[src/tsd_pkg.sv]
// Shared types, constants and AES helper functions for the transport stream descrambler.
package tsd_pkg;

  localparam int PACKET_BYTES = 188;
  localparam int BLOCK_BYTES  = 16;
  localparam int AES_ROUNDS   = 10;

  localparam logic [7:0]  SYNC_BYTE = 8'h47;
  localparam logic [12:0] NULL_PID  = 13'h1FFF;

  localparam logic [2:0] CLS_CLEAR   = 3'd0;
  localparam logic [2:0] CLS_DESCR   = 3'd1;
  localparam logic [2:0] CLS_NULL    = 3'd2;
  localparam logic [2:0] CLS_BADSYNC = 3'd3;
  localparam logic [2:0] CLS_BADOFF  = 3'd4;

  localparam logic [2:0] REG_KEY_HIGH      = 3'd0;
  localparam logic [2:0] REG_KEY_LOW       = 3'd1;
  localparam logic [2:0] REG_IV_HIGH       = 3'd2;
  localparam logic [2:0] REG_IV_LOW        = 3'd3;
  localparam logic [2:0] REG_IV_PER_PACKET = 3'd4;

  localparam logic [127:0] KEY_RESET = {2{64'h1111111111111111}};

  typedef struct packed {
    logic        we;
    logic [2:0]  index;
    logic [63:0] data;
  } tsd_cfg_t;

  typedef struct packed {
    logic [4:0] cnt;     // bytes in the item, 1 to 16
    logic       dec;     // block to be decrypted
    logic [2:0] status;
    logic       done;    // last byte closes the packet
  } tsd_meta_t;

  typedef struct packed {
    logic [127:0] data;  // byte 0 in the top bits
    logic [127:0] chain;
    tsd_meta_t    meta;
  } tsd_entry_t;

  localparam logic [7:0] SBOX_TBL [256] = '{
    8'h63,8'h7c,8'h77,8'h7b,8'hf2,8'h6b,8'h6f,8'hc5,8'h30,8'h01,8'h67,8'h2b,8'hfe,8'hd7,8'hab,8'h76,
    8'hca,8'h82,8'hc9,8'h7d,8'hfa,8'h59,8'h47,8'hf0,8'had,8'hd4,8'ha2,8'haf,8'h9c,8'ha4,8'h72,8'hc0,
    8'hb7,8'hfd,8'h93,8'h26,8'h36,8'h3f,8'hf7,8'hcc,8'h34,8'ha5,8'he5,8'hf1,8'h71,8'hd8,8'h31,8'h15,
    8'h04,8'hc7,8'h23,8'hc3,8'h18,8'h96,8'h05,8'h9a,8'h07,8'h12,8'h80,8'he2,8'heb,8'h27,8'hb2,8'h75,
    8'h09,8'h83,8'h2c,8'h1a,8'h1b,8'h6e,8'h5a,8'ha0,8'h52,8'h3b,8'hd6,8'hb3,8'h29,8'he3,8'h2f,8'h84,
    8'h53,8'hd1,8'h00,8'hed,8'h20,8'hfc,8'hb1,8'h5b,8'h6a,8'hcb,8'hbe,8'h39,8'h4a,8'h4c,8'h58,8'hcf,
    8'hd0,8'hef,8'haa,8'hfb,8'h43,8'h4d,8'h33,8'h85,8'h45,8'hf9,8'h02,8'h7f,8'h50,8'h3c,8'h9f,8'ha8,
    8'h51,8'ha3,8'h40,8'h8f,8'h92,8'h9d,8'h38,8'hf5,8'hbc,8'hb6,8'hda,8'h21,8'h10,8'hff,8'hf3,8'hd2,
    8'hcd,8'h0c,8'h13,8'hec,8'h5f,8'h97,8'h44,8'h17,8'hc4,8'ha7,8'h7e,8'h3d,8'h64,8'h5d,8'h19,8'h73,
    8'h60,8'h81,8'h4f,8'hdc,8'h22,8'h2a,8'h90,8'h88,8'h46,8'hee,8'hb8,8'h14,8'hde,8'h5e,8'h0b,8'hdb,
    8'he0,8'h32,8'h3a,8'h0a,8'h49,8'h06,8'h24,8'h5c,8'hc2,8'hd3,8'hac,8'h62,8'h91,8'h95,8'he4,8'h79,
    8'he7,8'hc8,8'h37,8'h6d,8'h8d,8'hd5,8'h4e,8'ha9,8'h6c,8'h56,8'hf4,8'hea,8'h65,8'h7a,8'hae,8'h08,
    8'hba,8'h78,8'h25,8'h2e,8'h1c,8'ha6,8'hb4,8'hc6,8'he8,8'hdd,8'h74,8'h1f,8'h4b,8'hbd,8'h8b,8'h8a,
    8'h70,8'h3e,8'hb5,8'h66,8'h48,8'h03,8'hf6,8'h0e,8'h61,8'h35,8'h57,8'hb9,8'h86,8'hc1,8'h1d,8'h9e,
    8'he1,8'hf8,8'h98,8'h11,8'h69,8'hd9,8'h8e,8'h94,8'h9b,8'h1e,8'h87,8'he9,8'hce,8'h55,8'h28,8'hdf,
    8'h8c,8'ha1,8'h89,8'h0d,8'hbf,8'he6,8'h42,8'h68,8'h41,8'h99,8'h2d,8'h0f,8'hb0,8'h54,8'hbb,8'h16
  };

  localparam logic [7:0] INV_SBOX_TBL [256] = '{
    8'h52,8'h09,8'h6a,8'hd5,8'h30,8'h36,8'ha5,8'h38,8'hbf,8'h40,8'ha3,8'h9e,8'h81,8'hf3,8'hd7,8'hfb,
    8'h7c,8'he3,8'h39,8'h82,8'h9b,8'h2f,8'hff,8'h87,8'h34,8'h8e,8'h43,8'h44,8'hc4,8'hde,8'he9,8'hcb,
    8'h54,8'h7b,8'h94,8'h32,8'ha6,8'hc2,8'h23,8'h3d,8'hee,8'h4c,8'h95,8'h0b,8'h42,8'hfa,8'hc3,8'h4e,
    8'h08,8'h2e,8'ha1,8'h66,8'h28,8'hd9,8'h24,8'hb2,8'h76,8'h5b,8'ha2,8'h49,8'h6d,8'h8b,8'hd1,8'h25,
    8'h72,8'hf8,8'hf6,8'h64,8'h86,8'h68,8'h98,8'h16,8'hd4,8'ha4,8'h5c,8'hcc,8'h5d,8'h65,8'hb6,8'h92,
    8'h6c,8'h70,8'h48,8'h50,8'hfd,8'hed,8'hb9,8'hda,8'h5e,8'h15,8'h46,8'h57,8'ha7,8'h8d,8'h9d,8'h84,
    8'h90,8'hd8,8'hab,8'h00,8'h8c,8'hbc,8'hd3,8'h0a,8'hf7,8'he4,8'h58,8'h05,8'hb8,8'hb3,8'h45,8'h06,
    8'hd0,8'h2c,8'h1e,8'h8f,8'hca,8'h3f,8'h0f,8'h02,8'hc1,8'haf,8'hbd,8'h03,8'h01,8'h13,8'h8a,8'h6b,
    8'h3a,8'h91,8'h11,8'h41,8'h4f,8'h67,8'hdc,8'hea,8'h97,8'hf2,8'hcf,8'hce,8'hf0,8'hb4,8'he6,8'h73,
    8'h96,8'hac,8'h74,8'h22,8'he7,8'had,8'h35,8'h85,8'he2,8'hf9,8'h37,8'he8,8'h1c,8'h75,8'hdf,8'h6e,
    8'h47,8'hf1,8'h1a,8'h71,8'h1d,8'h29,8'hc5,8'h89,8'h6f,8'hb7,8'h62,8'h0e,8'haa,8'h18,8'hbe,8'h1b,
    8'hfc,8'h56,8'h3e,8'h4b,8'hc6,8'hd2,8'h79,8'h20,8'h9a,8'hdb,8'hc0,8'hfe,8'h78,8'hcd,8'h5a,8'hf4,
    8'h1f,8'hdd,8'ha8,8'h33,8'h88,8'h07,8'hc7,8'h31,8'hb1,8'h12,8'h10,8'h59,8'h27,8'h80,8'hec,8'h5f,
    8'h60,8'h51,8'h7f,8'ha9,8'h19,8'hb5,8'h4a,8'h0d,8'h2d,8'he5,8'h7a,8'h9f,8'h93,8'hc9,8'h9c,8'hef,
    8'ha0,8'he0,8'h3b,8'h4d,8'hae,8'h2a,8'hf5,8'hb0,8'hc8,8'heb,8'hbb,8'h3c,8'h83,8'h53,8'h99,8'h61,
    8'h17,8'h2b,8'h04,8'h7e,8'hba,8'h77,8'hd6,8'h26,8'he1,8'h69,8'h14,8'h63,8'h55,8'h21,8'h0c,8'h7d
  };

  function automatic logic [7:0] rcon(input logic [3:0] idx);
    logic [7:0] r;
    unique case (idx)
      4'd0: r = 8'h01;
      4'd1: r = 8'h02;
      4'd2: r = 8'h04;
      4'd3: r = 8'h08;
      4'd4: r = 8'h10;
      4'd5: r = 8'h20;
      4'd6: r = 8'h40;
      4'd7: r = 8'h80;
      4'd8: r = 8'h1b;
      4'd9: r = 8'h36;
      default: r = 8'h00;
    endcase
    return r;
  endfunction

  // RotWord then SubWord, rcon folded into the top byte
  function automatic logic [31:0] sub_rot(input logic [31:0] w, input logic [7:0] rc);
    logic [31:0] r;
    r = {SBOX_TBL[w[23:16]] ^ rc, SBOX_TBL[w[15:8]], SBOX_TBL[w[7:0]], SBOX_TBL[w[31:24]]};
    return r;
  endfunction

  // round key r from round key r-1
  function automatic logic [127:0] rk_next(input logic [127:0] rk, input logic [3:0] r);
    logic [31:0] n0, n1, n2, n3;
    n0 = rk[127:96] ^ sub_rot(rk[31:0], rcon(r - 4'd1));
    n1 = n0 ^ rk[95:64];
    n2 = n1 ^ rk[63:32];
    n3 = n2 ^ rk[31:0];
    return {n0, n1, n2, n3};
  endfunction

  // round key r-1 from round key r
  function automatic logic [127:0] rk_prev(input logic [127:0] rk, input logic [3:0] r);
    logic [31:0] q0, q1, q2, q3;
    q3 = rk[31:0] ^ rk[63:32];
    q2 = rk[63:32] ^ rk[95:64];
    q1 = rk[95:64] ^ rk[127:96];
    q0 = rk[127:96] ^ sub_rot(q3, rcon(r - 4'd1));
    return {q0, q1, q2, q3};
  endfunction

  function automatic logic [127:0] inv_shift_sub(input logic [127:0] s);
    logic [127:0] t;
    int src;
    for (int c = 0; c < 4; c++) begin
      for (int r = 0; r < 4; r++) begin
        src = 4 * ((c + 4 - r) % 4) + r;
        t[127 - 8 * (4 * c + r) -: 8] = INV_SBOX_TBL[s[127 - 8 * src -: 8]];
      end
    end
    return t;
  endfunction

  function automatic logic [7:0] xt(input logic [7:0] a);
    return {a[6:0], 1'b0} ^ (a[7] ? 8'h1b : 8'h00);
  endfunction

  function automatic logic [31:0] inv_mix_col(input logic [31:0] col);
    logic [7:0] a [4];
    logic [7:0] m9 [4];
    logic [7:0] mb [4];
    logic [7:0] md [4];
    logic [7:0] me [4];
    logic [7:0] x2, x4, x8;
    for (int i = 0; i < 4; i++) begin
      a[i]  = col[31 - 8 * i -: 8];
      x2    = xt(a[i]);
      x4    = xt(x2);
      x8    = xt(x4);
      m9[i] = x8 ^ a[i];
      mb[i] = x8 ^ x2 ^ a[i];
      md[i] = x8 ^ x4 ^ a[i];
      me[i] = x8 ^ x4 ^ x2;
    end
    return {me[0] ^ mb[1] ^ md[2] ^ m9[3],
            m9[0] ^ me[1] ^ mb[2] ^ md[3],
            md[0] ^ m9[1] ^ me[2] ^ mb[3],
            mb[0] ^ md[1] ^ m9[2] ^ me[3]};
  endfunction

  function automatic logic [127:0] inv_mix(input logic [127:0] s);
    logic [127:0] t;
    for (int c = 0; c < 4; c++) begin
      t[127 - 32 * c -: 32] = inv_mix_col(s[127 - 32 * c -: 32]);
    end
    return t;
  endfunction

endpackage

[src/tsd_front.sv]
// Front end: packet position, header classification, block collection and CBC chaining.
module tsd_front (
  input  logic              clk,
  input  logic              rst,
  input  tsd_pkg::tsd_cfg_t cfg,
  input  logic              in_acc,
  input  logic [7:0]        in_byte,
  output logic              push,
  output tsd_pkg::tsd_entry_t entry
);
  import tsd_pkg::*;

  logic [7:0]   pos;
  logic [2:0]   cls;
  logic [7:0]   ps;
  logic [7:0]   hdr [4];
  logic [127:0] blk;
  logic [127:0] chain;
  logic [63:0]  iv_hi, iv_lo;
  logic         per_packet;

  logic [12:0]  pid;
  logic [8:0]   off;
  logic [2:0]   cls_c, cls_e;
  logic [7:0]   ps_e, span, enc_end, diff;
  logic [3:0]   k;
  logic         is_hdr, in_blk;
  logic [127:0] cipher;
  logic [7:0]   hdr3_out;

  always_comb begin
    pid = {hdr[1][4:0], hdr[2]};
    off = hdr[3][5] ? (9'(in_byte) + 9'd5) : 9'd4;
    priority if (hdr[0] != SYNC_BYTE) cls_c = CLS_BADSYNC;
    else if (pid == NULL_PID)         cls_c = CLS_NULL;
    else if (hdr[3][7:6] == 2'b00)    cls_c = CLS_CLEAR;
    else if (off > 9'(PACKET_BYTES))  cls_c = CLS_BADOFF;
    else                              cls_c = CLS_DESCR;

    is_hdr   = (pos == 8'd4);
    cls_e    = is_hdr ? cls_c : cls;
    ps_e     = (is_hdr && cls_c == CLS_DESCR) ? off[7:0] : ps;
    span     = 8'(PACKET_BYTES) - ps_e;
    enc_end  = ps_e + (span & ~8'(BLOCK_BYTES - 1));
    in_blk   = (cls_e == CLS_DESCR) && (pos >= ps_e) && (pos < enc_end);
    diff     = pos - ps_e;
    k        = diff[3:0];
    cipher   = {blk[127:8], in_byte};
    hdr3_out = (cls_c == CLS_DESCR) ? (hdr[3] & 8'h3f) : hdr[3];

    // the header item always leaves at byte 4, even when that byte opens a block
    push = in_acc && (pos >= 8'd4) && (is_hdr || !in_blk || k == 4'hf);

    entry.chain       = chain;
    entry.meta.status = cls_e;
    entry.meta.done   = (pos == 8'(PACKET_BYTES - 1));
    if (is_hdr) begin
      entry.data     = {hdr[0], hdr[1], hdr[2], hdr3_out, in_byte, 88'd0};
      entry.meta.cnt = in_blk ? 5'd4 : 5'd5;
      entry.meta.dec = 1'b0;
    end else if (in_blk) begin
      entry.data     = cipher;
      entry.meta.cnt = 5'(BLOCK_BYTES);
      entry.meta.dec = 1'b1;
    end else begin
      entry.data     = {in_byte, 120'd0};
      entry.meta.cnt = 5'd1;
      entry.meta.dec = 1'b0;
    end
  end

  always_ff @(posedge clk) begin
    if (rst) begin
      pos        <= 8'd0;
      cls        <= CLS_CLEAR;
      ps         <= 8'd0;
      chain      <= 128'd0;
      iv_hi      <= 64'd0;
      iv_lo      <= 64'd0;
      per_packet <= 1'b0;
    end else begin
      if (cfg.we) begin
        if (cfg.index == REG_IV_HIGH) begin
          iv_hi         <= cfg.data;
          chain[127:64] <= cfg.data;
        end
        if (cfg.index == REG_IV_LOW) begin
          iv_lo       <= cfg.data;
          chain[63:0] <= cfg.data;
        end
        if (cfg.index == REG_IV_PER_PACKET) begin
          per_packet <= cfg.data[0];
        end
      end
      if (in_acc) begin
        pos <= (pos == 8'(PACKET_BYTES - 1)) ? 8'd0 : pos + 8'd1;
        if (pos < 8'd4) begin
          hdr[pos[1:0]] <= in_byte;
        end
        if (is_hdr) begin
          cls <= cls_c;
          if (cls_c == CLS_DESCR) begin
            ps <= off[7:0];
            if (per_packet) begin
              chain <= {iv_hi, iv_lo};
            end
          end
        end
        if (in_blk) begin
          blk[{~k, 3'b000} +: 8] <= in_byte;
          if (k == 4'hf) begin
            chain <= cipher;
          end
        end
      end
    end
  end

  a_pos_range: assert property (@(posedge clk) disable iff (rst)
    pos < 8'(PACKET_BYTES))
    else $error("packet position out of range");

  a_block_whole: assert property (@(posedge clk) disable iff (rst)
    (push && entry.meta.dec) |-> (diff[3:0] == 4'hf && ps <= 8'(PACKET_BYTES)))
    else $error("block issued before it was complete");

endmodule

[config.mk]
export PLATFORM = sky130hd
export DESIGN_NAME = tsd_front
export DESIGN_NICKNAME = d
export VERILOG_FILES = /design/src/tsd_pkg.sv /design/src/tsd_front.sv
export SDC_FILE = /design/constraint.sdc
export NUM_CORES = 1
export LEC_CHECK = 0
export BUFFER_PORTS_ARGS = -buffer_cell sky130_fd_sc_hd__buf_2
export CAP_MARGIN = 15
export CORE_ASPECT_RATIO = 0.75
export CORE_MARGIN = 5
export CORE_UTILIZATION = 40
export DETAILED_ROUTE_END_ITERATION = 7
export PLACE_DENSITY = 0.71
export SLEW_MARGIN = 20
export SYNTH_ARGS = -nofsm -noshare
export SYNTH_HDL_FRONTEND = slang
export SYNTH_SLANG_ARGS = --single-unit
[constraint.sdc]
create_clock -name clk -period 12.9 [get_ports clk]
set_input_delay 0.645 -clock clk [delete_from_list [all_inputs] [get_ports clk]]
set_output_delay 0.645 -clock clk [all_outputs]
set_load 0.02 [all_outputs]
# Word-level counts from Yosys, hierarchy flattened
# Memories as Yosys holds them, arrays and structs flattened.
# Cells that the tools add are included.
# Widths: inputs -> output; s select.
op_classes:
  add_sub_neg: 6
  magnitude_cmp: 5
  eq_ne: 10
  n_shift: 2
  muxes: 28
  bitwise_logic: 2
  reduce_logical: 14
op_table:
  columns: ["operator", "n"]
  rows:
  - ["$mux 128", 9]
  - ["$bwmux 128", 1]
  - ["$mux 64", 2]
  - ["$shift 8x9->128 const A", 1]
  - ["$shiftx 8x9->128", 1]
  - ["$mux 8", 3]
  - ["$mux 3", 5]
  - ["$eq 13x13->1 const B", 1]
  - ["$mux 6", 2]
  - ["$add 8x3->9 const B", 1]
  - ["$gt 9x8->1 const B", 1]
  - ["$mux 9", 1]
  - ["$neg 7->9", 1]
  - ["$add 8x1->8 const B", 1]
  - ["$add 8x8->8", 1]
  - ["$eq 8x3->1 const B", 1]
  - ["$eq 8x8->1 const B", 1]
  - ["$ge 8x3->1 const B", 1]
  - ["$ge 8x8->1", 1]
  - ["$lt 8x3->1 const B", 1]
  - ["$lt 8x8->1", 1]
  - ["$ne 8x7->1 const B", 1]
  - ["$sub 8x8->8 const A", 1]
  - ["$eq 3x1->1 const B", 2]
  - ["other kinds (13)", 26]
totals:
  reg_bits: 404
  ram_bits: 32
  input_bits: 79
  output_inout_bits: 267
  n_memories: 1
mem_list:
  columns: ["memory", "words", "width", "rd", "rd_clocked_by_memory_dff", "wr", "line_no", "rtl"]
  rows:
  - ["hdr", 4, 8, 4, 0, 1, "tsd_front.sv:16", "logic [7:0] hdr [4];"]

# Logic depth before layout (Yosys ltp)
logic_depth:
  word_depth: 18
  mapped_depth: 20

# Worst setup path after synthesis
# No wires, ideal clock.
synth_path:
  path_kind: "in2out"
  startpoint: "in in_byte[0]"
  endpoint: "out entry[250] in the netlist's numbering"
  t_arrival_ns: 5.155
  path_slack_ns: 7.100
  path_stages: 17
  path_buffers: 4
  cell_sequence: "ha_1 > o2111ai_1 > xor2_1 > o41ai_4 > a2111oi_2 > buf_2 > mux2_2 > ha_1 > clkbuf_1 > a41oi_1 > a31oi_1 > o32ai_1 > a211o_1 > a211o_4 > buf_4 > buf_2 > o21ai_0"
synth_lines:
  columns: ["item", "line_no", "rtl"]
  rows:
  - ["from (decl)", "tsd_front.sv:7", "input logic [7:0] in_byte,"]
  - ["to (decl)", "tsd_front.sv:9", "output tsd_pkg::tsd_entry_t entry"]

==> flow_metrics.env <==
export IMPL_fp_row_count=71
export IMPL_syn_inst=2234
export IMPL_avgSynthCellArea_sq_um=9.05
export IMPL_portBuffers=343
export IMPL_synth_main_ff_cell="dfxtp_1"
export IMPL_mostFrequentLayoutCell="nand2_1"
export IMPL_multi_input_area_sq_um=9290
export IMPL_nets=2579
export IMPL_die_h_um=205
export IMPL_fin_crit_sh_pct=60.4
export IMPL_track_usage_pct=24.3
export IMPL_fmax_mhz=128
export IMPL_slew_viol_final=0
export IMPL_grt_max_degree=87
export IMPL_antenna_left=0
export IMPL_fin_hold_ws_ns=0.345
export IMPL_initial_utilization_pct=40.4
export IMPL_setup_violations=0
export IMPL_drt_pass1_iter_count=8
export IMPL_hold_viol=0
export IMPL_worstMarginPinSlew_ns=1.13
export IMPL_drive_gt1_share_pct=19.3
export IMPL_h_tree_depth=2
export IMPL_clock_sinks=428
export IMPL_ys_types=73
export IMPL_clk_latency_ns=0.58
export IMPL_place_congestion=0.901
export IMPL_seq_area_frac_synth_pct=49.9
export IMPL_rr_worst_depth=17
export IMPL_cellLeakagePower_nw=10.7
export IMPL_worstPathMaxFanout=50
export IMPL_area_growth_syn_to_layout_pct=17.1
export IMPL_cts_path_max_buffers=3
export IMPL_num_vias=17815
export IMPL_rsz0062_at_grt="false"
export IMPL_via_per_inst=5.61
export IMPL_critPathKind="in2out"
export IMPL_worstPathRequired_ns=12.26
export IMPL_dieArea_sq_um=55200
export IMPL_post_place_ws_ns=5.16
export IMPL_ctsHoldBuffers=0
export IMPL_status="completed"
export IMPL_cts_tree="done"
export IMPL_cp_start_kind="primary input"
export IMPL_hold_class="in2reg"
export IMPL_post_drt_wl_per_cell_um=22.2
export IMPL_pin_count=346
export IMPL_drt_iter0_drc=2033
export IMPL_yosysWarnings=0
export IMPL_core_area_sq_um=50100
export IMPL_crit_arrival_ns=7.15
export IMPL_max_stage_delay_ns=0.78
export IMPL_dp_hpwl_um=47100
export IMPL_skew_ns=0.0109
export IMPL_cts_resized=0
export IMPL_place_inst=3091
export IMPL_synth_edf_count=152
export IMPL_antenna_found_initial=1
export IMPL_diodes=0
export IMPL_fin_ws_ns=5.11
export IMPL_drc=0
export IMPL_p_per_area_nw_per_um2=126
export IMPL_vdd_ir_drop_max_v=0.0000788
export IMPL_grt_first_pass_wirelength_um=105000
export IMPL_ys_seq_elements=428
export IMPL_stdcell_count=3174
export IMPL_slew_headroom_pct=24.6
export IMPL_postLayoutCoreUtil_pct=47.2
export IMPL_gr_total_overflow=0
export IMPL_grt_pass1_vias=17089
export IMPL_routed_wl_um=70300
export IMPL_worstHoldPathCells=3
export IMPL_final_cell_mix="616 x nand2_1, 342 x buf_2, 276 x dfxtp_1"
export IMPL_maxCapViolCount=0
export IMPL_fin_tns_setup_ns=0
export IMPL_crit_chain="buf_2, ha_1, o2111ai_1, xor2_1, o41ai_4, a2111oi_2, buf_4, mux2_2, ha_1, a41oi_1, a31oi_1, o32ai_1, a211o_1, a211o_4, nor2_4, buf_4, a22o_1, buf_2"
export IMPL_synth_async_reset_ratio_pct=0
export IMPL_post_cts_setup_buffers=0
export IMPL_crit_slowest_cell="nor2_4"
export IMPL_endpoint_kind="primary output"
export IMPL_die_w_um=270
export IMPL_fillers=4715
export IMPL_period_needed_ns=7.79
export IMPL_cts_buffers=45
export IMPL_root_buffer="clkbuf_16"
export IMPL_path_clk_slew_ns=0.06
export IMPL_syn_cell_area_sq_um=20200
export IMPL_seqCellArea_sq_um=10100
cell type report:
class                           instances  share of cell area (%)
Clock inverter                         13                   0.317
Multi-Input combinational cell       1625                    39.2
Tap cell                              657                    3.47
Sequential cell                       428                    42.6
Timing Repair Buffer                  365                    7.96
Inverter                               16                   0.254
Clock buffer                           70                    6.13
layer usage:
metal  GRT usage [%]  vias up  share of wire [%]
met2            38.1      806                 45
met1            34.2     8703                 44
met3            5.59      112                8.4
met4            6.12        0                2.4
li1                -     8194                  -
met5               0        -                  0
Yosys cell counts (21+ instances only):
master / count / area, sq um
o21ai_1: 100 / 500
a21oi_1: 152 / 761
dfxtp_1: 276 / 5530
o21ai_0: 54 / 270
and2_1: 186 / 1160
buf_4: 21 / 158
nand2_1: 616 / 2310
nor2_1: 58 / 218
buf_2: 27 / 135
clkbuf_1: 96 / 360
mux2i_1: 143 / 1430
edfxtp_1: 152 / 4560
a22oi_1: 128 / 961
registers in the layout, indices dropped and copies added, names as in the netlist:
signal,cells
blk,120
chain,128
cls,3
hdr,32
iv_hi,64
iv_lo,64
per_packet,1
pos,8
ps,8
through the flow:
step | power, W | instance area (sq um)
after floorplan | 0.00160 | 20200
after global placement | 0.00168 | 22100
after detailed placement | 0.00168 | 22100
after CTS | 0.00301 | 23700
after global routing | 0.00309 | 23700
final | 0.00299 | 23700
worst max-delay path: cells and delay by family:
family	cells	cell delay, ns
XOR/XNOR	1	0.33
multiplexers	1	0.35
AND/OR/NAND/NOR	1	0.78
adder cells (fa/ha/maj)	2	0.80
AO/OA/AOI/OAI	9	2.46
buffers and inverters	4	1.61
where the power goes:
| group | switching, W | internal, W |
|---|---|---|
| clock network | 0.000559 | 0.000776 |
| logic | 0.000164 | 0.0000647 |
| registers | 0.0000136 | 0.00142 |
path summary, 6_finish.rpt:
| kind | startpoint | slack (ns) | end |
|---|---|---|---|
| worst max-delay path | in_byte[0] | 5.11 | entry[240] |
| worst min-delay path | cfg[19] | 0.35 | iv_hi[19] |
| worst max register to register | hdr[2][2] | 6.76 | chain[30] |
| worst min register to register | iv_lo[2] | 0.45 | iv_lo[2] |
logic make-up (layout without fill, tap and decap cells):
group / count (synthesis) / in the layout / share of synthesized area (%)
xor+xnor: 15 / 15 / 0.718
buf+inv: 183 / 464 / 4.54
flops: 428 / 428 / 49.9
other cells: 1 / 3 / 0.0185
mux: 145 / 145 / 7.19
simple gates: 947 / 947 / 21.0
compound gates: 496 / 496 / 15.4
fa+ha+maj: 19 / 19 / 1.21
No activity file was read; power rests on OpenSTA's default activity.
