<file path="src/tsd_pkg.sv">
// Shared types, constants and AES helper functions for the transport stream descrambler.
package tsd_pkg;

  localparam int PACKET_BYTES = 188;
  localparam int BLOCK_BYTES  = 16;
  localparam int AES_ROUNDS   = 10;

  localparam logic [7:0]  SYNC_BYTE = 8'h47;
  localparam logic [12:0] NULL_PID  = 13'h1FFF;

  localparam logic [2:0] CLS_CLEAR   = 3'd0;
  localparam logic [2:0] CLS_DESCR   = 3'd1;
  localparam logic [2:0] CLS_NULL    = 3'd2;
  localparam logic [2:0] CLS_BADSYNC = 3'd3;
  localparam logic [2:0] CLS_BADOFF  = 3'd4;

  localparam logic [2:0] REG_KEY_HIGH      = 3'd0;
  localparam logic [2:0] REG_KEY_LOW       = 3'd1;
  localparam logic [2:0] REG_IV_HIGH       = 3'd2;
  localparam logic [2:0] REG_IV_LOW        = 3'd3;
  localparam logic [2:0] REG_IV_PER_PACKET = 3'd4;

  localparam logic [127:0] KEY_RESET = {2{64'h1111111111111111}};

  typedef struct packed {
    logic        we;
    logic [2:0]  index;
    logic [63:0] data;
  } tsd_cfg_t;

  typedef struct packed {
    logic [4:0] cnt;     // bytes in the item, 1 to 16
    logic       dec;     // block to be decrypted
    logic [2:0] status;
    logic       done;    // last byte closes the packet
  } tsd_meta_t;

  typedef struct packed {
    logic [127:0] data;  // byte 0 in the top bits
    logic [127:0] chain;
    tsd_meta_t    meta;
  } tsd_entry_t;

  localparam logic [7:0] SBOX_TBL [256] = '{
    8'h63,8'h7c,8'h77,8'h7b,8'hf2,8'h6b,8'h6f,8'hc5,8'h30,8'h01,8'h67,8'h2b,8'hfe,8'hd7,8'hab,8'h76,
    8'hca,8'h82,8'hc9,8'h7d,8'hfa,8'h59,8'h47,8'hf0,8'had,8'hd4,8'ha2,8'haf,8'h9c,8'ha4,8'h72,8'hc0,
    8'hb7,8'hfd,8'h93,8'h26,8'h36,8'h3f,8'hf7,8'hcc,8'h34,8'ha5,8'he5,8'hf1,8'h71,8'hd8,8'h31,8'h15,
    8'h04,8'hc7,8'h23,8'hc3,8'h18,8'h96,8'h05,8'h9a,8'h07,8'h12,8'h80,8'he2,8'heb,8'h27,8'hb2,8'h75,
    8'h09,8'h83,8'h2c,8'h1a,8'h1b,8'h6e,8'h5a,8'ha0,8'h52,8'h3b,8'hd6,8'hb3,8'h29,8'he3,8'h2f,8'h84,
    8'h53,8'hd1,8'h00,8'hed,8'h20,8'hfc,8'hb1,8'h5b,8'h6a,8'hcb,8'hbe,8'h39,8'h4a,8'h4c,8'h58,8'hcf,
    8'hd0,8'hef,8'haa,8'hfb,8'h43,8'h4d,8'h33,8'h85,8'h45,8'hf9,8'h02,8'h7f,8'h50,8'h3c,8'h9f,8'ha8,
    8'h51,8'ha3,8'h40,8'h8f,8'h92,8'h9d,8'h38,8'hf5,8'hbc,8'hb6,8'hda,8'h21,8'h10,8'hff,8'hf3,8'hd2,
    8'hcd,8'h0c,8'h13,8'hec,8'h5f,8'h97,8'h44,8'h17,8'hc4,8'ha7,8'h7e,8'h3d,8'h64,8'h5d,8'h19,8'h73,
    8'h60,8'h81,8'h4f,8'hdc,8'h22,8'h2a,8'h90,8'h88,8'h46,8'hee,8'hb8,8'h14,8'hde,8'h5e,8'h0b,8'hdb,
    8'he0,8'h32,8'h3a,8'h0a,8'h49,8'h06,8'h24,8'h5c,8'hc2,8'hd3,8'hac,8'h62,8'h91,8'h95,8'he4,8'h79,
    8'he7,8'hc8,8'h37,8'h6d,8'h8d,8'hd5,8'h4e,8'ha9,8'h6c,8'h56,8'hf4,8'hea,8'h65,8'h7a,8'hae,8'h08,
    8'hba,8'h78,8'h25,8'h2e,8'h1c,8'ha6,8'hb4,8'hc6,8'he8,8'hdd,8'h74,8'h1f,8'h4b,8'hbd,8'h8b,8'h8a,
    8'h70,8'h3e,8'hb5,8'h66,8'h48,8'h03,8'hf6,8'h0e,8'h61,8'h35,8'h57,8'hb9,8'h86,8'hc1,8'h1d,8'h9e,
    8'he1,8'hf8,8'h98,8'h11,8'h69,8'hd9,8'h8e,8'h94,8'h9b,8'h1e,8'h87,8'he9,8'hce,8'h55,8'h28,8'hdf,
    8'h8c,8'ha1,8'h89,8'h0d,8'hbf,8'he6,8'h42,8'h68,8'h41,8'h99,8'h2d,8'h0f,8'hb0,8'h54,8'hbb,8'h16
  };

  localparam logic [7:0] INV_SBOX_TBL [256] = '{
    8'h52,8'h09,8'h6a,8'hd5,8'h30,8'h36,8'ha5,8'h38,8'hbf,8'h40,8'ha3,8'h9e,8'h81,8'hf3,8'hd7,8'hfb,
    8'h7c,8'he3,8'h39,8'h82,8'h9b,8'h2f,8'hff,8'h87,8'h34,8'h8e,8'h43,8'h44,8'hc4,8'hde,8'he9,8'hcb,
    8'h54,8'h7b,8'h94,8'h32,8'ha6,8'hc2,8'h23,8'h3d,8'hee,8'h4c,8'h95,8'h0b,8'h42,8'hfa,8'hc3,8'h4e,
    8'h08,8'h2e,8'ha1,8'h66,8'h28,8'hd9,8'h24,8'hb2,8'h76,8'h5b,8'ha2,8'h49,8'h6d,8'h8b,8'hd1,8'h25,
    8'h72,8'hf8,8'hf6,8'h64,8'h86,8'h68,8'h98,8'h16,8'hd4,8'ha4,8'h5c,8'hcc,8'h5d,8'h65,8'hb6,8'h92,
    8'h6c,8'h70,8'h48,8'h50,8'hfd,8'hed,8'hb9,8'hda,8'h5e,8'h15,8'h46,8'h57,8'ha7,8'h8d,8'h9d,8'h84,
    8'h90,8'hd8,8'hab,8'h00,8'h8c,8'hbc,8'hd3,8'h0a,8'hf7,8'he4,8'h58,8'h05,8'hb8,8'hb3,8'h45,8'h06,
    8'hd0,8'h2c,8'h1e,8'h8f,8'hca,8'h3f,8'h0f,8'h02,8'hc1,8'haf,8'hbd,8'h03,8'h01,8'h13,8'h8a,8'h6b,
    8'h3a,8'h91,8'h11,8'h41,8'h4f,8'h67,8'hdc,8'hea,8'h97,8'hf2,8'hcf,8'hce,8'hf0,8'hb4,8'he6,8'h73,
    8'h96,8'hac,8'h74,8'h22,8'he7,8'had,8'h35,8'h85,8'he2,8'hf9,8'h37,8'he8,8'h1c,8'h75,8'hdf,8'h6e,
    8'h47,8'hf1,8'h1a,8'h71,8'h1d,8'h29,8'hc5,8'h89,8'h6f,8'hb7,8'h62,8'h0e,8'haa,8'h18,8'hbe,8'h1b,
    8'hfc,8'h56,8'h3e,8'h4b,8'hc6,8'hd2,8'h79,8'h20,8'h9a,8'hdb,8'hc0,8'hfe,8'h78,8'hcd,8'h5a,8'hf4,
    8'h1f,8'hdd,8'ha8,8'h33,8'h88,8'h07,8'hc7,8'h31,8'hb1,8'h12,8'h10,8'h59,8'h27,8'h80,8'hec,8'h5f,
    8'h60,8'h51,8'h7f,8'ha9,8'h19,8'hb5,8'h4a,8'h0d,8'h2d,8'he5,8'h7a,8'h9f,8'h93,8'hc9,8'h9c,8'hef,
    8'ha0,8'he0,8'h3b,8'h4d,8'hae,8'h2a,8'hf5,8'hb0,8'hc8,8'heb,8'hbb,8'h3c,8'h83,8'h53,8'h99,8'h61,
    8'h17,8'h2b,8'h04,8'h7e,8'hba,8'h77,8'hd6,8'h26,8'he1,8'h69,8'h14,8'h63,8'h55,8'h21,8'h0c,8'h7d
  };

  function automatic logic [7:0] rcon(input logic [3:0] idx);
    logic [7:0] r;
    unique case (idx)
      4'd0: r = 8'h01;
      4'd1: r = 8'h02;
      4'd2: r = 8'h04;
      4'd3: r = 8'h08;
      4'd4: r = 8'h10;
      4'd5: r = 8'h20;
      4'd6: r = 8'h40;
      4'd7: r = 8'h80;
      4'd8: r = 8'h1b;
      4'd9: r = 8'h36;
      default: r = 8'h00;
    endcase
    return r;
  endfunction

  // RotWord then SubWord, rcon folded into the top byte
  function automatic logic [31:0] sub_rot(input logic [31:0] w, input logic [7:0] rc);
    logic [31:0] r;
    r = {SBOX_TBL[w[23:16]] ^ rc, SBOX_TBL[w[15:8]], SBOX_TBL[w[7:0]], SBOX_TBL[w[31:24]]};
    return r;
  endfunction

  // round key r from round key r-1
  function automatic logic [127:0] rk_next(input logic [127:0] rk, input logic [3:0] r);
    logic [31:0] n0, n1, n2, n3;
    n0 = rk[127:96] ^ sub_rot(rk[31:0], rcon(r - 4'd1));
    n1 = n0 ^ rk[95:64];
    n2 = n1 ^ rk[63:32];
    n3 = n2 ^ rk[31:0];
    return {n0, n1, n2, n3};
  endfunction

  // round key r-1 from round key r
  function automatic logic [127:0] rk_prev(input logic [127:0] rk, input logic [3:0] r);
    logic [31:0] q0, q1, q2, q3;
    q3 = rk[31:0] ^ rk[63:32];
    q2 = rk[63:32] ^ rk[95:64];
    q1 = rk[95:64] ^ rk[127:96];
    q0 = rk[127:96] ^ sub_rot(q3, rcon(r - 4'd1));
    return {q0, q1, q2, q3};
  endfunction

  function automatic logic [127:0] inv_shift_sub(input logic [127:0] s);
    logic [127:0] t;
    int src;
    for (int c = 0; c < 4; c++) begin
      for (int r = 0; r < 4; r++) begin
        src = 4 * ((c + 4 - r) % 4) + r;
        t[127 - 8 * (4 * c + r) -: 8] = INV_SBOX_TBL[s[127 - 8 * src -: 8]];
      end
    end
    return t;
  endfunction

  function automatic logic [7:0] xt(input logic [7:0] a);
    return {a[6:0], 1'b0} ^ (a[7] ? 8'h1b : 8'h00);
  endfunction

  function automatic logic [31:0] inv_mix_col(input logic [31:0] col);
    logic [7:0] a [4];
    logic [7:0] m9 [4];
    logic [7:0] mb [4];
    logic [7:0] md [4];
    logic [7:0] me [4];
    logic [7:0] x2, x4, x8;
    for (int i = 0; i < 4; i++) begin
      a[i]  = col[31 - 8 * i -: 8];
      x2    = xt(a[i]);
      x4    = xt(x2);
      x8    = xt(x4);
      m9[i] = x8 ^ a[i];
      mb[i] = x8 ^ x2 ^ a[i];
      md[i] = x8 ^ x4 ^ a[i];
      me[i] = x8 ^ x4 ^ x2;
    end
    return {me[0] ^ mb[1] ^ md[2] ^ m9[3],
            m9[0] ^ me[1] ^ mb[2] ^ md[3],
            md[0] ^ m9[1] ^ me[2] ^ mb[3],
            mb[0] ^ md[1] ^ m9[2] ^ me[3]};
  endfunction

  function automatic logic [127:0] inv_mix(input logic [127:0] s);
    logic [127:0] t;
    for (int c = 0; c < 4; c++) begin
      t[127 - 32 * c -: 32] = inv_mix_col(s[127 - 32 * c -: 32]);
    end
    return t;
  endfunction

endpackage

</file>
<file path="src/tsd_queue.sv">
// Short queue between front and back ends.
module tsd_queue #(
  parameter int DEPTH = 4
) (
  input  logic                clk,
  input  logic                rst,
  input  logic                push,
  input  tsd_pkg::tsd_entry_t wr_entry,
  input  logic                pop,
  output logic                full,
  output logic                rd_valid,
  output tsd_pkg::tsd_entry_t rd_entry
);
  import tsd_pkg::*;

  localparam int AW = (DEPTH > 1) ? $clog2(DEPTH) : 1;
  localparam int CW = $clog2(DEPTH + 1);

  tsd_entry_t    slots [DEPTH];
  logic [AW-1:0] wp, rp;
  logic [CW-1:0] count;

  assign full     = (count == CW'(DEPTH));
  assign rd_valid = (count != '0);
  assign rd_entry = slots[rp];

  always_ff @(posedge clk) begin
    if (push) begin
      slots[wp] <= wr_entry;
    end
  end

  always_ff @(posedge clk) begin
    if (rst) begin
      wp    <= '0;
      rp    <= '0;
      count <= '0;
    end else begin
      if (push) begin
        wp <= (wp == AW'(DEPTH - 1)) ? '0 : wp + AW'(1);
      end
      if (pop) begin
        rp <= (rp == AW'(DEPTH - 1)) ? '0 : rp + AW'(1);
      end
      if (push && !pop) begin
        count <= count + CW'(1);
      end else if (pop && !push) begin
        count <= count - CW'(1);
      end
    end
  end

  a_no_overflow: assert property (@(posedge clk) disable iff (rst)
    !(push && full))
    else $error("queue written while full");

endmodule

</file>
<file path="config.mk">
export PLATFORM = sky130hd
export DESIGN_NAME = tsd_queue
export DESIGN_NICKNAME = d
export VERILOG_FILES = /design/src/tsd_pkg.sv /design/src/tsd_queue.sv
export SDC_FILE = /design/constraint.sdc
export NUM_CORES = 1
export LEC_CHECK = 0
export ABC_AREA = 1
export BUFFER_PORTS_ARGS = -buffer_cell sky130_fd_sc_hd__buf_2
export CAP_MARGIN = 10
export CORE_MARGIN = 2
export CORE_UTILIZATION = 32
export DETAILED_ROUTE_END_ITERATION = 7
export SYNTH_ARGS = -nofsm -noshare
export SYNTH_HDL_FRONTEND = slang
export SYNTH_SLANG_ARGS = --single-unit
</file>
<file path="constraint.sdc">
create_clock -name clk -period 10.1 [get_ports clk]
set_input_delay 2.02 -clock clk [delete_from_list [all_inputs] [get_ports clk]]
set_output_delay 2.02 -clock clk [all_outputs]
set_load 0.01 [all_outputs]
</file>
; Word-level counts from Yosys, hierarchy flattened
; Memory sizes are Yosys's and may differ from the RTL's. A register that Yosys moved wholly into a read port is not among the register bits.
; Index checks and enable logic that the tools add are counted.
[totals]
ff_bits = 7
mem_bits_rw = 1064
input_bits = 270
output_inout_bits = 268
wordCells = 25
mem_count = 1
[op_classes]
n_addsub = 4
eq_ne = 3
muxes = 8
reduce_logical = 6
[mem_list]
columns = memory, depth, width, read_ports, rd_clocked_by_memory_dff, wr, line_no
row1 = slots, 4, 266, 1, 1, 1, tsd_queue.sv:19  ; tsd_entry_t slots [DEPTH];
[op_table]
columns = operator, n
row1 = 2-to-1 mux 2 bit, 4
row2 = 2-to-1 mux 3 bit, 2
row3 = "adder 2 x 1 -> 2 bit, second input constant", 2
row4 = "equality test 2 bit, second input constant", 2
row5 = "adder 3 x 1 -> 3 bit, second input constant", 1
row6 = "equality test 3 bit, second input constant", 1
row7 = nonzero test 3 bit, 1
row8 = "subtractor 3 x 1 -> 3 bit, second input constant", 1
row9 = logical AND 1 bit, 2
row10 = zero test 1 bit, 2
row11 = 2-to-1 mux 1 bit, 2
row12 = nonzero test 2 bit, 1

; Depth between registers and ports, before layout
; Gate-level depths: netlist of run 1.
[logic_depth]
depth_word = 4
ltp_mapped = 10
ltp_nobuf = 10

; Least setup slack after synthesis of run 1
; No wires, ideal clock.
[synth_timing]
path_kind = input to register
from = input port push
to = memory slots[3][0] (netlist bit), enable pin
setup_ns = 0.617
arrival_time_ns = 7.159
required_time_ns = 9.483
slack_ns = 2.325
path_stages = 2
n_path_buf = 0
path_cell_list = nand2_1 -> inv_1
[synth_via]
elab_chain_cells = 2
[synth_rtl]
columns = item, line_no
row1 = from (decl), tsd_queue.sv:7  ; input logic push,
row2 = 2-to-1 mux 1 bit, tsd_queue.sv:28  ; if (push) begin
row3 = 2-to-1 mux 1 bit (not written as such), tsd_queue.sv:29  ; slots[wp] <= wr_entry;
row4 = to (decl), tsd_queue.sv:19
; Every way passes these cells.

==> results.tsv, run 1 <==
metric	value	unit
total CTS buffers	110	
Die W	355.9	um
post-route ant nets	0	
switch share	0.2327	
Worst Hold Depth	2	
first-pass GRT wire length	136.6	mm
Final Max Tran Viols	0	
crit-path max cell delay	0.89	ns
worst r2r path cells	4	
Worst path slowest cell	buf_4	
Post-CTS Setup Inserts	0	
Hold Crit Class	register to register	
Top Ports	538	
Crit path max-delay family	buffers and inverters	
port bufs	537	
WP depth	6	
grt ovf	0	
clock root buffer	clkbuf_16	
min cycle time layout	6.382	ns
wirelength, routed	92.57	mm
die height	355.9	um
core area	123300	um2
Tot Pwr	10.10	mW
drt first pass iters	8	
Ys Warns	0	
# DRC	4	
Switching Power	2.350	mW
Routed WL per cell	19.01	um
CTS tree	built	
Starting Density	0.3213	
share of cells above drive strength 1	0.2239	
Mapped Cells	2631	
internal power	7.750	mW
htree depth	3	
commonest non-fill, non-tap cell in the layout	edfxtp_1	
Worst slew margin	0.1524	
sequential power share	0.509	
commonest non-fill, non-tap cells in the layout	edfxtp_1, nor2_1, buf_2, o21ai_0, o22ai_1	
GRT Util Overall	0.1408	
post-synth net total	2908	
CTS resizes	0	
Post-DP HPWL	50.50	mm
vias in the first global route	22330	
Clock Power Share	0.399	
via count	23310	
Mapped Area	39620	um2
synth-to-layout area growth	19.67	%
vias per cell	4.786	
total of max-cap violations	0	
top cell type's share of synthesized area	0.8064	
initial antenna violation count	37	
# rows	129	
FF-to-FF setup slack	7.43	ns
Critical Path Sink Type	output pin	
Worst Path Arrival	4.36	ns
post-route clock skew	0.01444	ns
routability congestion estimate	0.7215	
top cells by area, synth	edfxtp_1, nor2_1, o22ai_1	
critical path cell sequence	buf_4 > buf_4 > buf_4 > o21ai_0 > o22ai_1 > buf_2	
clk_lat worst skew	0.71	ns
status	finished, violations left	
Die ar.	126600	um2
Clock transition at path regs	0.06	ns
Synth cell types	22	
Post-layout nets	3403	
Max Freq	156.7	MHz
sequential-to-total area share from yosys stat	0.8110	
Worst EP required	8.08	ns
worst slew pin tran	1.271	ns
area leader, netlist	edfxtp_1	
Leakage	16.13	nW
syn avg cell area	15.06	um2
largest net degree at the start of global routing	203	
RSZ-0062 raised after global routing	false	
Power Dens Cells	213.0	nW/um2
Min Hold Slack	0.5318	ns
Max FO, Critical Path	98	
failing checks	design-rule violations	
critical path launch point type	register	
CP Buf/Inv Count	4	
setup violation total in the final timing report	0	
CP most frequent cell	buf_4	
setup tns final	0	ns
Final Cycle Share	0.6319	
final core utilization	0.3845	
worst setup margin	3.718	ns
Place WS	4.393	ns
worst-case clock buffer depth	3	
Sink Count	1073	
Gate power share	0.091	
hold_buf cts	0	
Yosys reg bits	1073	
hold violation count in the final report	0	
CP Class	register to output pin	
VDD IR max	156.4	uV
DRT iter0 DRCs	1827	
[worst reg2reg max path: cells and delay by family, from the launching register on]
family | cells | cell delay [ns]
adder cells (fa/ha/maj) | 1 | 0.17
buffers and inverters | 2 | 1.53
flip-flops | 1 | 0.40
AND/OR/NAND/NOR | 1 | 0.12
[registers in the layout, indices dropped and copies added (netlist names), named ones only]
name,cells
slots,1064
count,3
rp,2
wp,2
[power groups by stage]
stage          logic, mW  clock network, mW  registers, mW
2_1_floorplan      0.513                  0           5.27
3_3_place_gp       0.930                  0           5.24
3_5_place_dp       0.939                  0           5.24
4_1_cts            0.942               4.13           5.15
5_1_grt             1.02               4.30           5.16
6_report           0.924               4.03           5.15
[routing by layer]
metal	global-route usage	vias to the layer above	routed length [um]	part of all wire
li1	-	11039	-	-
met1	0.1722	11426	37180	0.40
met2	0.2315	626	45490	0.49
met3	0.04569	177	7238	0.078
met4	0.05401	42	2413	0.026
met5	0	-	251	0.0027
[cells by family after synthesis]
kind of cell,share of synthesized area
AOI/OAI and AO/OA,0.1100
xor gates and xnor gates,0.0002211
adders and majority gates,0.002400
buffers and inverters,0.02365
DFF,0.8110
and+or+nand+nor,0.05277
[final timing paths]
| kind | to | startpoint |
|---|---|---|
| max | rd_entry[115] | register |
| min | wp[1] | wp[1] |
| max reg2reg | slots[1][150] | wp[0] |
| min reg2reg | wp[1] | wp[1] |
[cell usage after synthesis]
library cell,count
a21oi_1,3
o22ai_1,266
clkbuf_1,49
nor2_1,541
edfxtp_1,1064
xor2_1,1
nand3_1,1
inv_4,1
inv_2,1
inv_1,14
buf_4,19
nand2_1,9
dfxtp_1,9
buf_6,2
fa_1,1
buf_2,95
o21ai_0,311
ha_1,6
nor3_1,3
nand4_1,1
o21ai_1,224
clkbuf_2,10
[per-stage QoR]
stage	instance area [um2]	std cells
6_report	47410	4870
5_1_grt	47390	4863
4_1_cts	47370	4853
2_1_floorplan	39620	2631
3_5_place_dp	43780	4651
3_3_place_gp	43780	4651
[final cells by class]
cell class                      instances  area [um2]
Antenna cell                           17       42.54
Tap cell                             1637        2048
Clock buffer                          136        2935
Timing Repair Buffer                  558        2933
Inverter                               16       113.9
Fill cell                           11443       75900
Multi-Input combinational cell       1367        6551
Clock inverter                         66       649.4
Sequential cell                      1073       32140
(Power assumes the default switching activity.)
==> inputs of run 2 (changes only) <==
--- a/config.mk
+++ b/config.mk
@@ -5,7 +5,7 @@
 export SDC_FILE = /design/constraint.sdc
 export NUM_CORES = 1
 export LEC_CHECK = 0
-export ABC_AREA = 1
+export ABC_AREA = 0
 export BUFFER_PORTS_ARGS = -buffer_cell sky130_fd_sc_hd__buf_2
 export CAP_MARGIN = 10
 export CORE_MARGIN = 2
==> constraint.sdc (replaced) <==
create_clock -name clk -period 6.21 [get_ports clk]
set_input_delay 1.242 -clock clk [delete_from_list [all_inputs] [get_ports clk]]
set_output_delay 1.242 -clock clk [all_outputs]
set_load 0.01 [all_outputs]
==> run 2 against run 1 <==
Against the previous run:
- the flow now finishes without violations
- non-clock buffer count is 16 higher
- sequential share of layout area rose by 0.37 points
- clock skew is 0.014 ns higher
- clock-buffer cell count grew 7
- register-to-register slack lost 3.7 ns
- worst hold slack improved by 0.011 ns
- largest power group unchanged
- area after synthesis down 1.8%
- synthesized cell count down 45%
==> results.tsv, run 2 <==
metric	value	unit
Mapped Area	38910	um2
core area	120300	um2
Ys Warns	0	
r2r startpoint	wp[0]	
# DRC	0	
reg-to-reg endpoint	slots[3][181]	
Worst slew margin	0.3409	
VDD IR max	248.0	uV
worst-case clock buffer depth	3	
Synth top cells by count	edfxtp_1, mux4_2, buf_2, buf_6, buf_8	
internal power	12.67	mW
Gate power share	0.082	
total of max-cap violations	0	
grt ovf	0	
Mapped Cells	1434	
via count	17434	
GRT Util Overall	0.1319	
Worst EP required	4.97	ns
post-route clock skew	0.02795	ns
top cell type's share of synthesized area	0.8212	
Starting Density	0.3235	
Tot Pwr	16.18	mW
vias per cell	4.623	
clk_lat worst skew	0.69	ns
worst r2r path cells	4	
post-route ant nets	0	
FF-to-FF setup slack	3.69	ns
final core utilization	0.3920	
most frequent cell after synthesis	edfxtp_1	
Post-DP HPWL	51.84	mm
syn avg cell area	27.13	um2
placed cell area	43570	um2
first-pass GRT wire length	123.1	mm
vias in the first global route	19018	
WP depth	4	
max reg flops	1064	
Final Cell Area	47160	um2
synth-to-layout area growth	21.19	%
area leader, netlist	edfxtp_1	
commonest non-fill, non-tap cell in the layout	edfxtp_1	
sequential-to-total area share from yosys stat	0.8258	
critical path launch point type	register	
Reg with most FFs	slots	
Final Cycle Share	0.6901	
Max Freq	233.3	MHz
Yosys reg bits	1073	
Setup crit end	rd_entry[148]	
Min Hold Slack	0.5423	ns
Leakage	15.53	nW
crit-path max cell delay	0.90	ns
Routed WL per cell	22.05	um
status	completed	
total CTS buffers	111	
routability congestion estimate	0.7339	
port bufs	537	
RSZ-0062 raised after global routing	false	
top cells by area, synth	edfxtp_1, mux4_2, dfxtp_1	
sequential power share	0.519	
CTS resizes	0	
Clock transition at path regs	0.06	ns
Worst path slowest cell	dfxtp_4	
Post-layout nets	2338	
Sink Count	1073	
commonest non-fill, non-tap cells in the layout	edfxtp_1, buf_2, mux4_2, clkbuf_16, clkbuf_1	
Max FO, Critical Path	42	
wirelength, routed	83.13	mm
share of cells above drive strength 1	0.4639	
Switching Power	3.507	mW
initial antenna violation count	29	
drt first pass iters	4	
htree depth	3	
critical path cell sequence	buf_12 > buf_12 > mux4_2 > buf_2	
Die W	352.7	um
number of flops mapped to enable cells by yosys	1064	
post-synth net total	1711	
largest net degree at the start of global routing	109	
CP most frequent cell	buf_12	
Clock Power Share	0.398	
Power Dens Cells	343.1	nW/um2
Die ar.	124400	um2
CP Buf/Inv Count	3	
setup violation total in the final timing report	0	
Post-CTS Setup Inserts	0	
# rows	127	
worst slew pin tran	0.9887	ns
Critical Path Sink Type	output pin	
Worst Path Arrival	3.04	ns
Post-synth ARST share	0	
Top Ports	538	
Synth cell types	20	
switch share	0.2168	
CP Class	register to output pin	
clock root buffer	clkbuf_16	
setup tns final	0	ns
min cycle time layout	4.286	ns
hold_buf cts	0	
ys flop type	edfxtp_1	
die height	352.7	um
hold violation count in the final report	0	
CTS tree	built	
Largest regs	slots x1064, count x3	
Hold Crit Class	register to register	
DRT iter0 DRCs	994	
Crit path max-delay family	flip-flops	
Final Max Tran Viols	0	
run 2: changes by cell type after synthesis, sizes merged, moves of 9 or more:
cell	previous run	this run
nand2	9	0
o22ai	266	0
o21ai	535	1
buf	116	56
nor2	541	7
mux4	0	266
clkbuf	59	4
inv	16	4
run 2: how the worst min path moves through the flow:
stage          cells after the start  startpoint  endpoint  slack (ns)
5_1_grt                            2       rp[1]     rp[1]        0.60
6_report                           2    count[2]  count[2]        0.54
4_1_cts                            2    count[2]  count[2]        0.55
2_1_floorplan                      2    count[2]  count[2]        0.46
3_3_place_gp                       2    count[2]  count[2]        0.47
3_5_place_dp                       2       rp[0]  register        0.54
run 2: worst reg2reg max path, stage by stage (launching register included):
cell	delay, ns
dfxtp_1	0.40
ha_1	0.20
and2_4	0.62
buf_12	0.36
buf_12	0.53
run 2: cells by family after synthesis:
| group | share of synthesized area |
|---|---|
| adders and majority gates | 0.002444 |
| DFF | 0.8258 |
| AOI/OAI and AO/OA | 0.0003858 |
| xor gates and xnor gates | 0.0004503 |
| buffers and inverters | 0.01389 |
| and+or+nand+nor | 0.002026 |
| muxes | 0.1550 |
run 2: area by class of cell:
| cell class | count | area (um2) |
|---|---|---|
| fillers | 10684 | 73130 |
| clock buffers | 143 | 2960 |
| inverters | 4 | 15.01 |
| well taps | 1612 | 2017 |
| repair buffers | 574 | 3153 |
| multi-input cells | 297 | 6247 |
| clock inverters | 58 | 599.3 |
| flip-flops and latches | 1073 | 32140 |
| diodes | 10 | 25.02 |
run 2: through the flow:
step                instances  worst slack (ns)
global route             3767             1.617
detailed placement       3560             2.463
floorplan                1434             1.278
CTS                      3761             1.702
global placement         3560             2.539
finish                   3771             1.924
run 2: power groups by stage:
stage	combinational [mW]	clock, mW	sequential [mW]
3_3_place_gp	1.34	0	8.53
5_1_grt	1.44	6.91	8.42
4_1_cts	1.37	6.64	8.41
3_5_place_dp	1.37	0	8.56
6_report	1.33	6.45	8.40
2_1_floorplan	0.772	0	8.54
run 2: metal layers:
layer / wire length [um] / vias up / GRT usage
li1: - / 7531 / -
met1: 32000 / 9183 / 0.1560
met2: 41290 / 519 / 0.2174
met3: 7599 / 161 / 0.05408
met4: 1978 / 40 / 0.04487
met5: 263 / - / 0
